`src/sv/bdcp_pkg.sv`:
```
`timescale 1ns / 1ps
package bdcp_pkg;

  localparam int PointDepth = 16;
  localparam int KnotDepth  = 32;
  localparam int MaxWindow  = 8;

  localparam int InW    = 32;  // Q16.16 coordinates and knots
  localparam int OutW   = 48;  // Q32.16 results
  localparam int DiffW  = OutW + 1;
  localparam int FacW   = 5;
  localparam int NumW   = DiffW + FacW;  // scaled difference
  localparam int DenW   = InW + 1;       // knot difference
  localparam int FracW  = 16;

  // Request operation codes.
  localparam logic [1:0] OP_LOAD_POINT = 2'd0;
  localparam logic [1:0] OP_LOAD_KNOT  = 2'd1;
  localparam logic [1:0] OP_COMPUTE    = 2'd2;

  // Configuration register indexes.
  localparam logic [1:0] CFG_DEGREE     = 2'd0;
  localparam logic [1:0] CFG_DERIV      = 2'd1;
  localparam logic [1:0] CFG_FIRST      = 2'd2;
  localparam logic [1:0] CFG_LAST       = 2'd3;

  typedef logic signed [OutW-1:0] coord_t;

endpackage

```
`src/sv/bdcp_div.sv`:
```
`timescale 1ns / 1ps
// Serial signed fixed-point divider: (num << 16) / den, truncated toward
// zero and saturated to the signed result range. One quotient bit a cycle.
module bdcp_div (
  input  logic                                   clk,
  input  logic                                   rst_n,
  input  logic                                   start,
  input  logic signed [bdcp_pkg::NumW-1:0]       num,
  input  logic signed [bdcp_pkg::DenW-1:0]       den,
  output logic                                   done,
  output bdcp_pkg::coord_t                       quo
);

  localparam int Steps = bdcp_pkg::NumW + bdcp_pkg::FracW;
  localparam int CntW  = $clog2(Steps + 1);
  localparam int OW    = bdcp_pkg::OutW;

  typedef logic signed [OW-1:0] coord_t_local;

  logic [bdcp_pkg::NumW-1:0] dv_r;
  logic [bdcp_pkg::DenW-1:0] ud_r;
  logic [bdcp_pkg::DenW:0]   rem_r;
  logic [OW-1:0]             q_r;
  logic                      ovf_r;
  logic                      neg_r;
  logic [CntW-1:0]           cnt_r;
  logic                      run_r;
  logic                      done_r;
  coord_t_local              quo_r;

  logic [bdcp_pkg::DenW:0] trial;
  logic                    fits;
  logic [OW-1:0]           limit;
  logic [OW-1:0]           q_fin;
  logic                    qbit;

  // Trial subtraction of the divisor from the shifted remainder.
  always_comb begin
    trial = {rem_r[bdcp_pkg::DenW-1:0], dv_r[bdcp_pkg::NumW-1]};
    fits  = trial >= {1'b0, ud_r};
    qbit  = fits;
    limit = neg_r ? {1'b1, {(OW-1){1'b0}}} : {1'b0, {(OW-1){1'b1}}};
    q_fin = {q_r[OW-2:0], qbit};
  end

  always_ff @(posedge clk) begin
    if (!rst_n) begin
      run_r  <= 1'b0;
      done_r <= 1'b0;
      cnt_r  <= '0;
    end else begin
      done_r <= 1'b0;
      if (start) begin
        run_r <= 1'b1;
        cnt_r <= CntW'(Steps);
        neg_r <= num[bdcp_pkg::NumW-1] ^ den[bdcp_pkg::DenW-1];
        dv_r  <= num[bdcp_pkg::NumW-1] ? bdcp_pkg::NumW'(-num) : bdcp_pkg::NumW'(num);
        ud_r  <= den[bdcp_pkg::DenW-1] ? bdcp_pkg::DenW'(-den) : bdcp_pkg::DenW'(den);
        rem_r <= '0;
        q_r   <= '0;
        ovf_r <= 1'b0;
      end else if (run_r) begin
        dv_r  <= {dv_r[bdcp_pkg::NumW-2:0], 1'b0};
        rem_r <= fits ? trial - {1'b0, ud_r} : trial;
        q_r   <= q_fin;
        ovf_r <= ovf_r | q_r[OW-1];
        cnt_r <= cnt_r - 1'b1;
        if (cnt_r == CntW'(1)) begin
          run_r  <= 1'b0;
          done_r <= 1'b1;
          // Saturate the magnitude, then restore the sign.
          if (ovf_r || q_r[OW-1] || (q_fin > limit)) begin
            quo_r <= neg_r ? coord_t_local'(-limit) : coord_t_local'(limit);
          end else begin
            quo_r <= neg_r ? coord_t_local'(-q_fin) : coord_t_local'(q_fin);
          end
        end
      end
    end
  end

  assign done = done_r;
  assign quo  = quo_r;

endmodule

```
`config.mk`:
```
export PLATFORM = sky130hd
export DESIGN_NAME = bdcp_div
export DESIGN_NICKNAME = d
export VERILOG_FILES = /design/src/sv/bdcp_pkg.sv /design/src/sv/bdcp_div.sv
export SDC_FILE = /design/constraint.sdc
export NUM_CORES = 1
export LEC_CHECK = 0
export ABC_AREA = 0
export BUFFER_PORTS_ARGS = -buffer_cell sky130_fd_sc_hd__buf_2
export CAP_MARGIN = 10
export CELL_PAD_IN_SITES_DETAIL_PLACEMENT = 1
export CELL_PAD_IN_SITES_GLOBAL_PLACEMENT = 2
export CORE_MARGIN = 3
export CORE_UTILIZATION = 42
export DETAILED_ROUTE_END_ITERATION = 12
export HOLD_SLACK_MARGIN = 0.15
export PLACE_DENSITY_LB_ADDON = 0.15
export SYNTH_ARGS = -nofsm -noshare
export SYNTH_HDL_FRONTEND = slang
export SYNTH_SLANG_ARGS = --single-unit
```
`constraint.sdc`:
```
create_clock -name clk -period 9.4 [get_ports clk]
set_clock_uncertainty 0.2 [all_clocks]
set_input_delay 0.94 -clock clk [delete_from_list [all_inputs] [get_ports clk]]
set_output_delay 0.94 -clock clk [all_outputs]
set_load 0.02 [all_outputs]
```
== Word level (Yosys, flattened, before mapping) ==
Index checks and enable logic that the tools add are counted.

* $lt $le $gt $ge: 2
* Add/subtract/negate cells: 6
* Equality and inequality tests: 1
* Mux-type cells: 18
* Bitwise logic cells: 5
* Reductions and logical operators: 8

{| class="wikitable"
|+ Operators with widths
! operator !! number
|-
| $mux 48 || 5
|-
| $mux 54 || 3
|-
| $neg 48->48 || 2
|-
| $mux 33 || 2
|-
| $neg 54->54 || 1
|-
| $gt 48x48->1 || 1
|-
| $ge 34x33->1 || 1
|-
| $neg 33->33 || 1
|-
| $sub 33x33->33 || 1
|-
| $mux 32 || 1
|-
| $mux 7 || 2
|-
| $eq 7x1->1 const B || 1
|-
| $sub 7x1->7 const B || 1
|-
| $mux 1 || 5
|-
| $reduce_and 2->1 || 2
|-
| $reduce_and 4->1 || 1
|-
| $not 1->1 || 3
|-
| $reduce_or 3->1 || 1
|-
| $logic_or 1x1->1 || 2
|-
| $reduce_bool 2->1 || 1
|-
| $reduce_or 2->1 || 1
|-
| $or 1x1->1 || 1
|-
| $xor 1x1->1 || 1
|}

* Output and inout bits: 49
* Word-level logic and storage cells: 52
* Input port bits: 90
* Register bits after elaboration: 227

== Logic depth before layout (Yosys ltp) ==
Gate-level depths: netlist (run 1).

* Depth after elaboration: 4
* Depth in mapped cells: 25

== Worst setup path after synthesis (run 1) ==
Ideal clock, no wire load.

* Kind: flip-flop to flip-flop
* From: register rem_r[26] (netlist name)
* To: register quo_r[47] (netlist: quo[47]) (data pin)
* Path slack: 4.114 ns
* Setup time: 0.273 ns
* Buffers on the path: 4
* Cell stages (with the launch flop): 24
* Clock period less this slack: 5.286 ns
* Data arrival time: 4.813 ns
* Path through: edfxtp_1 ha_1 a21o_1 a21o_1 a21oi_1 o21ai_0 a211o_1 nor4b_1 nor2_1 inv_1 clkbuf_1 buf_1 ha_1 inv_1 a21oi_1 o221ai_1 a31oi_1 and4b_1 o211ai_1 a21boi_0 clkbuf_1 clkbuf_1 mux2i_1 o211ai_1

* Word-level cells in the longest chain between the ends: 4

{| class="wikitable"
|+ Ends and longest elaborated chain
! item !! line !! RTL
|-
| from (decl) || bdcp_div.sv:22 || <nowiki>logic [bdcp_pkg::DenW:0] rem_r;</nowiki>
|-
| from (signal assigned) || bdcp_div.sv:64 || <nowiki>rem_r <= fits ? trial - {1'b0, ud_r} : trial;</nowiki>
|-
| $ge 34x33->1 (*) || bdcp_div.sv:40 || <nowiki>fits = trial >= {1'b0, ud_r};</nowiki>
|-
| $neg 48->48 or $gt 48x48->1 (tied branches) || bdcp_div.sv:75, bdcp_div.sv:72 ||
|-
| $mux 48 or $logic_or 1x1->1 (tied branches) || bdcp_div.sv:75, bdcp_div.sv:72 ||
|-
| $mux 48 (*) || bdcp_div.sv:72 || <nowiki>if (ovf_r || q_r[OW-1] || (q_fin > limit)) begin</nowiki>
|-
| to (signal assigned) || bdcp_div.sv:73 || <nowiki>quo_r <= neg_r ? coord_t_local'(-limit) : coord_t_local'(limit);</nowiki>
|-
| to (signal assigned) || bdcp_div.sv:75 || <nowiki>quo_r <= neg_r ? coord_t_local'(-q_fin) : coord_t_local'(q_fin);</nowiki>
|-
| to (decl) || bdcp_div.sv:29 || <nowiki>coord_t_local quo_r;</nowiki>
|}

Every way passes the cells marked *; elsewhere a longest branch is shown, timed or not.
A chain may end at the register's enable or synchronous reset.

== Final worst setup path (run 1) ==
* From: register rem_r[26] (netlist name)
* To: register quo_r[46] (netlist: quo[46]) (data pin)

The elaborated chain is that of the path after synthesis.

==> impl_metrics.toml, run 1 <==
[run_status]
status = "complete, no violations"

[flow_run]
cap_violations = 0

[synth]
ys_warn_count = 0
ys_types = 69
avgSynthCellArea_um2 = 9.86
syn-cell-area_um2 = 14700
synth-adder-area-share = 0.0746
synth_seq_cells = 227
ys_seq_area_frac = 0.458
yosysTopAreaCell = "edfxtp_1"
synth_edf_count = 218
synth_xor_area_frac = 0.0662
synth_top_area_frac = 0.446
synth_ff_type = "edfxtp_1"
synth.area.top_cells = "edfxtp_1 45%, ha_1 7.3%, a21oi_1 4.6%"
synth_compound_gate_area_share = 0.164
synthSimpleGateAreaFrac = 0.191
yosys-mux-area-fraction = 0.0117
netlist_instances = 1489
synth_top_family_by_area = "simple AND/OR/NAND/NOR gates"
syn_nets = 1666
async_flop_share = 0

[drt]
routed_via_density = 5.69
wl_um = 38800
drcViolationCount = 0
num_vias = 11700
antenna_left = 0
wl_per_cell_um = 18.8
drt_iter0_markers = 477
drtPass1Iterations = 4

[finish]
stdcell_area_um2 = 16700
layout_commonest_cell = "edfxtp_1"
instances_no_fill = 2063
final_cell_mix = "218 x edfxtp_1, 137 x nor2_1, 137 x buf_2"
layout-drive-gt1-share = 0.135
nets = 1769
area_delta_synth_final_pct = 13.7

[timing]
finalSetupViolCount = 0
max_freq_ghz = 0.177
maxSlewHeadroom = 0.253
hold_violations = 0
finalCriticalPeriod_ns = 5.64
maxSlewViolCount = 0
finalCritPeriodShare = 0.600
rsz0062_at_grt = "false"
fin_tns_setup_ns = 0
tightest_slew_ns = 1.12

[placement]
dpl.hpwl_um = 26700
place_congestion = 0.785
dp_cells = 2011
io_buffer_count = 138
post_dp_cell_area_um2 = 15800

[setup_path]
r2r_cells = 18
path_cells = "ha_1, a21o_1, a21o_1, a21oi_1, o21ai_0, a211o_1, nor4b_1, nor2_4, inv_1, buf_4, ha_1, nand4b_1, or3_1, nor2_1, nand2_1, nor4_2, mux2i_1, o21ai_1"
path_delay_family = "simple AND/OR/NAND/NOR gates"
path_buf_inv = 2
worstSetupEndpointType = "flop"
regToRegEndpoint = "quo[46]"
crit_type = "reg -> reg"
rrSetupSlack_ns = 3.76
critical_path.max_stage_delay_ns = 0.74
required_ns = 9.44
arrival_ns = 5.68
slowest_stage = "nor4b_1"
crit_fanout = 42
cp-start-kind = "flop"
r2r_start = "rem_r[26]"

[die]
initial_core_util = 0.431
die_h_um = 193
row_count = 67
dieArea_um2 = 37200
coreArea_um2 = 34000
ioPinCount = 139
die_x_um = 193

[worst_hold_path]
min_from = "cnt_r[5]"
hold_class = "reg -> reg"
min_path_cells = 2
hold_end = "cnt_r[5]"

[clocking]
h-tree-depth = 1
worstSkewPairLatency_ns = 0.53
post_cts.repair.setup_buffers = 0
cts_buffers = 27
hold_buffers = 0
ctsResizeCount = 0
cts_num_sinks = 227
root_buffer = "clkbuf_16"
cts_tree = "yes"
clkTransAtPathRegs_ns = 0.06
clockBufferDepth = 3

[global_route]
grt_max_degree = 112
overflow = 0
antenna_found_initial = 5
grt_pass1_vias = 12100
grt_pass1_wl_um = 62700
grt_usage = 0.206

[pwr]
pwr_density_cell_nw_per_um2 = 177
irDropWorstVdd_mv = 0.132
leakage_nw = 6.33
logic make-up after synthesis:
logic type	count (synthesis)
AND/OR/NAND/NOR	527
XOR/XNOR	111
multiplexers	17
flip-flops	227
buffers and inverters	132
adder cells (fa/ha/maj)	87
AO/OA/AOI/OAI	388
per-layer routing:
| layer | vias to the layer above | part of all wire | global-route usage |
|---|---|---|---|
| met2 | 171 | 0.50 | 0.380 |
| met3 | 43 | 0.033 | 0.0282 |
| met5 | - | 0.00088 | 0 |
| met1 | 5768 | 0.45 | 0.261 |
| li1 | 5761 | - | - |
| met4 | 4 | 0.016 | 0.0370 |
registers in the layout (all words and copies together), names as in the netlist:
| signal | count |
|---|---|
| ud_r | 33 |
| dv_r | 54 |
| rem_r | 33 |
| done | 1 |
| quo | 48 |
| ovf_r | 1 |
| q_r | 48 |
| cnt_r | 7 |
| run_r | 1 |
| neg_r | 1 |
power by group:
part | total (mW) | internal, mW | switching, mW
clock network | 1.11 | 0.689 | 0.416
logic | 0.607 | 0.228 | 0.379
registers | 1.25 | 1.20 | 0.0466
total | 2.96 | 2.12 | 0.841
Yosys cell counts (9+ instances only):
library cell,instances
nor4_1,26
nand3_1,17
xor2_1,65
o21a_1,10
or4_1,16
nor2_1,139
edfxtp_1,218
o31ai_1,25
a21o_1,22
nand2b_1,18
nand3b_1,10
ha_1,86
mux2i_1,16
dfxtp_1,9
nor3_1,39
nand4_1,15
xnor2_1,46
a211oi_1,15
o21ai_0,96
nand2_1,100
inv_1,57
a21oi_1,135
or3_1,35
nor2b_1,53
a31oi_1,9
o211ai_1,10
clkbuf_1,64
nor4b_1,12
o41ai_1,11
cell type report:
class,count,area (µm²)
fill,3836,17300
multi-input combinational,1130,7480
sequential,227,6730
timing repair buffer,149,779
clock buffer,32,694
tap,448,561
clock inverter,16,231
inverter,57,214
antenna,4,10.0
tightest hold or removal path, delay by kind of cell, from the launching register on:
family | cells | cell delay, ns
XOR/XNOR | 1 | 0.08
flip-flops | 1 | 0.35
AND/OR/NAND/NOR | 1 | 0.07
worst max-delay path by stage:
stage                   start      end  slack (ns)  cells after the start
finish              rem_r[26]  quo[46]        3.76                     18
global route         dv_r[53]  quo[46]        3.35                     20
CTS                 rem_r[26]  quo[27]        3.74                     20
detailed placement   dv_r[53]  quo[27]        3.76                     22
global placement    rem_r[26]  quo[27]        3.96                     20
floorplan           rem_r[26]  quo[47]        4.11                     23
metrics by stage:
stage          setup WS, ns  hold slack (ns)  power [mW]  utilization
2_1_floorplan          4.11            0.280        1.69            -
4_1_cts                3.74            0.330        2.99        0.490
5_1_grt                3.35            0.366        3.11        0.491
3_5_place_dp           3.76            0.313        1.87        0.463
3_3_place_gp           3.96            0.301        1.85        0.463
6_report               3.76            0.332        2.96        0.491
Power figures use the tool's default switching activity.
==> run 2, diff against run 1 <==
--- a/config.mk
+++ b/config.mk
@@ -5,13 +5,13 @@
 export SDC_FILE = /design/constraint.sdc
 export NUM_CORES = 1
 export LEC_CHECK = 0
-export ABC_AREA = 0
+export ABC_AREA = 1
 export BUFFER_PORTS_ARGS = -buffer_cell sky130_fd_sc_hd__buf_2
 export CAP_MARGIN = 10
 export CELL_PAD_IN_SITES_DETAIL_PLACEMENT = 1
 export CELL_PAD_IN_SITES_GLOBAL_PLACEMENT = 2
 export CORE_MARGIN = 3
-export CORE_UTILIZATION = 42
+export CORE_UTILIZATION = 36
 export DETAILED_ROUTE_END_ITERATION = 12
 export HOLD_SLACK_MARGIN = 0.15
 export PLACE_DENSITY_LB_ADDON = 0.15
==> constraint.sdc (replaced) <==
create_clock -name clk -period 5.3 [get_ports clk]
set_clock_uncertainty 0.2 [all_clocks]
set_input_delay 0.53 -clock clk [delete_from_list [all_inputs] [get_ports clk]]
set_output_delay 0.53 -clock clk [all_outputs]
set_load 0.02 [all_outputs]
==> run 2 against run 1 <==
Compared with the run above: clock-buffer cell count up 7; worst hold slack worse by 0.15 ns; synthesized cell count up 36%; area after synthesis up 8.7%; register-to-register slack worse by 2.7 ns; flip-flop and latch count unchanged; non-clock buffer count up 36; first-iteration DRC count up 30%; largest power group unchanged; via count up 20%; global-route usage up 0.33 points; utilization down 6.3 points.
==> impl_metrics.toml, run 2 <==
[run_status]
status = "complete, no violations"

[setup_path]
path_buf_inv = 2
critPathMostFrequentCell = "nand2_1"
slowest_stage = "edfxtp_1"
crit_fanout = 11
crit_type = "reg -> reg"
rrSetupSlack_ns = 1.03
arrival_ns = 4.38
path_cells = "ha_1, a21oi_1, nand2_1, a21oi_1, nand3_1, a21oi_4, ha_1, nand3_1, nor2_2, inv_1, nor2_2, nand2_1, nor2_1, inv_1, o31ai_4, nand3_1, nand2_1, nand2_1, nand2_1, nand2_1"
required_ns = 5.40
critical_path.max_stage_delay_ns = 0.39
worstSetupEndpointType = "flop"
path_delay_family = "simple AND/OR/NAND/NOR gates"
cp-start-kind = "flop"

[finish]
stdcell_area_um2 = 18600
nets = 2361
utilization = 0.428
multi_input_area_um2 = 8050
layout_commonest_cell = "nand2_1"
area_delta_synth_final_pct = 16.5
final_cell_mix = "445 x nand2_1, 296 x nor2_1, 242 x inv_1"
layout-drive-gt1-share = 0.114
antennaDiodeCount = 0
seq_area_um2 = 6730
n_fill_cell = 5361
regMostFlops = "dv_r"
largest_reg_flops = 54

[global_route]
grt_usage = 0.210
grt_pass1_wl_um = 79600
grt_pass1_vias = 14800
antenna_found_initial = 1
grt_max_degree = 97
overflow = 0

[timing]
hold_violations = 0
tightest_slew_ns = 0.992
maxSlewViolCount = 0
max_freq_ghz = 0.234
finalCritPeriodShare = 0.806
finalCriticalPeriod_ns = 4.27
maxSlewHeadroom = 0.339
hold_ws_ns = 0.179
fin_tns_setup_ns = 0
finalSetupViolCount = 0
rsz0062_at_grt = "false"

[synth]
synth_top_family_by_area = "simple AND/OR/NAND/NOR gates"
yosysMostFrequentCell = "nand2_1"
async_flop_share = 0
synth_ff_type = "edfxtp_1"
synth_seq_cells = 227
synth.area.top_cells = "edfxtp_1 41%, nand2_1 10%, nor2_1 7.0%"
netlist_top_cells_count = "446 x nand2_1, 296 x nor2_1, 242 x inv_1, 218 x edfxtp_1, 115 x o21ai_0"
yosys-mux-area-fraction = 0
ys_warn_count = 0
syn_nets = 2199
yosysTopAreaCell = "edfxtp_1"
synth_xor_area_frac = 0.0697
ys_types = 53
synth_edf_count = 218
synthSimpleGateAreaFrac = 0.259
netlist_instances = 2022
synth_compound_gate_area_share = 0.106
ys_seq_area_frac = 0.422
synth_top_area_frac = 0.410
syn-cell-area_um2 = 16000
synth-adder-area-share = 0.0687
avgSynthCellArea_um2 = 7.89

[pwr]
p_total_mw = 5.65
leakage_nw = 7.88
seqPwrFrac = 0.400
clkPwrFrac = 0.352
irDropWorstVdd_mv = 0.234
pwr_density_cell_nw_per_um2 = 304
switchingPower_mw = 1.81
p_int_mw = 3.84
power_frac_comb = 0.248
swShare = 0.320

[worst_hold_path]
hold_class = "in -> reg"

[clocking]
cts_buffers = 29
root_buffer = "clkbuf_16"
worstSkewPairLatency_ns = 0.57
hold_buffers = 33
clockBufferDepth = 3
cts_tree = "yes"
h-tree-depth = 1
clkTransAtPathRegs_ns = 0.06
ctsResizeCount = 0
cts_num_sinks = 227
post_cts.repair.setup_buffers = 0

[drt]
antenna_left = 0
drcViolationCount = 0
drt_iter0_markers = 622
routed_via_density = 5.05
wl_per_cell_um = 17.7
drtPass1Iterations = 5
wl_um = 49500
num_vias = 14100

[placement]
post_dp_cell_area_um2 = 17300
dpl.hpwl_um = 38200
io_buffer_count = 138
place_congestion = 0.842

[die]
coreArea_um2 = 43500
die_x_um = 217
ioPinCount = 139
initial_core_util = 0.367
dieArea_um2 = 46900
die_h_um = 217
row_count = 76

[flow_run]
cap_violations = 0
## run 2: power groups by stage
stage	clock network, mW	logic (mW)	registers [mW]
floorplan	0	0.981	2.28
global placement	0	1.37	2.29
detailed placement	0	1.39	2.29
CTS	2.04	1.42	2.26
global route	2.12	1.60	2.28
finish	1.99	1.40	2.26
## run 2: area by class of cell
cell class	count	share of cell area
repair buffers	185	0.0628
clock buffers	39	0.0427
flip-flops and latches	227	0.362
well taps	585	0.0394
inverters	256	0.0517
clock inverters	15	0.00835
multi-input cells	1485	0.433
## run 2: final timing paths
check / start / endpoint / depth (start not counted)
max: rem_r[28] / quo[28] / 20
min: num[11] / dv_r[11] / 3
max reg2reg: rem_r[28] / quo[28] / 20
min reg2reg: dv_r[50] / dv_r[51] / 2
## run 2: cells by family (layout without fill, tap and decap cells)
logic type,count (synthesis),count (layout)
compound gates,299,299
simple gates,972,972
fa+ha+maj,87,87
flops,227,227
buf+inv,310,495
xor+xnor,127,127
## run 2: tightest hold or removal path: stages
cell	delay (ns)
buf_2	0.11
xor2_1	0.07
o21ai_0	0.13
## run 2: routing by layer
metal  track usage  wire length, µm  vias to the layer above
met3        0.0202             1550                       49
met1         0.280            23200                     6795
met5             0                0                        -
met4        0.0422              887                        0
met2         0.371            23800                      203
li1              -                -                     7063
## run 2: stage by stage
stage | cells | setup slack [ns]
detailed placement | 2705 | 1.01
finish | 2792 | 1.03
floorplan | 2022 | 0.571
global route | 2792 | 0.516
global placement | 2705 | 1.08
CTS | 2792 | 0.987
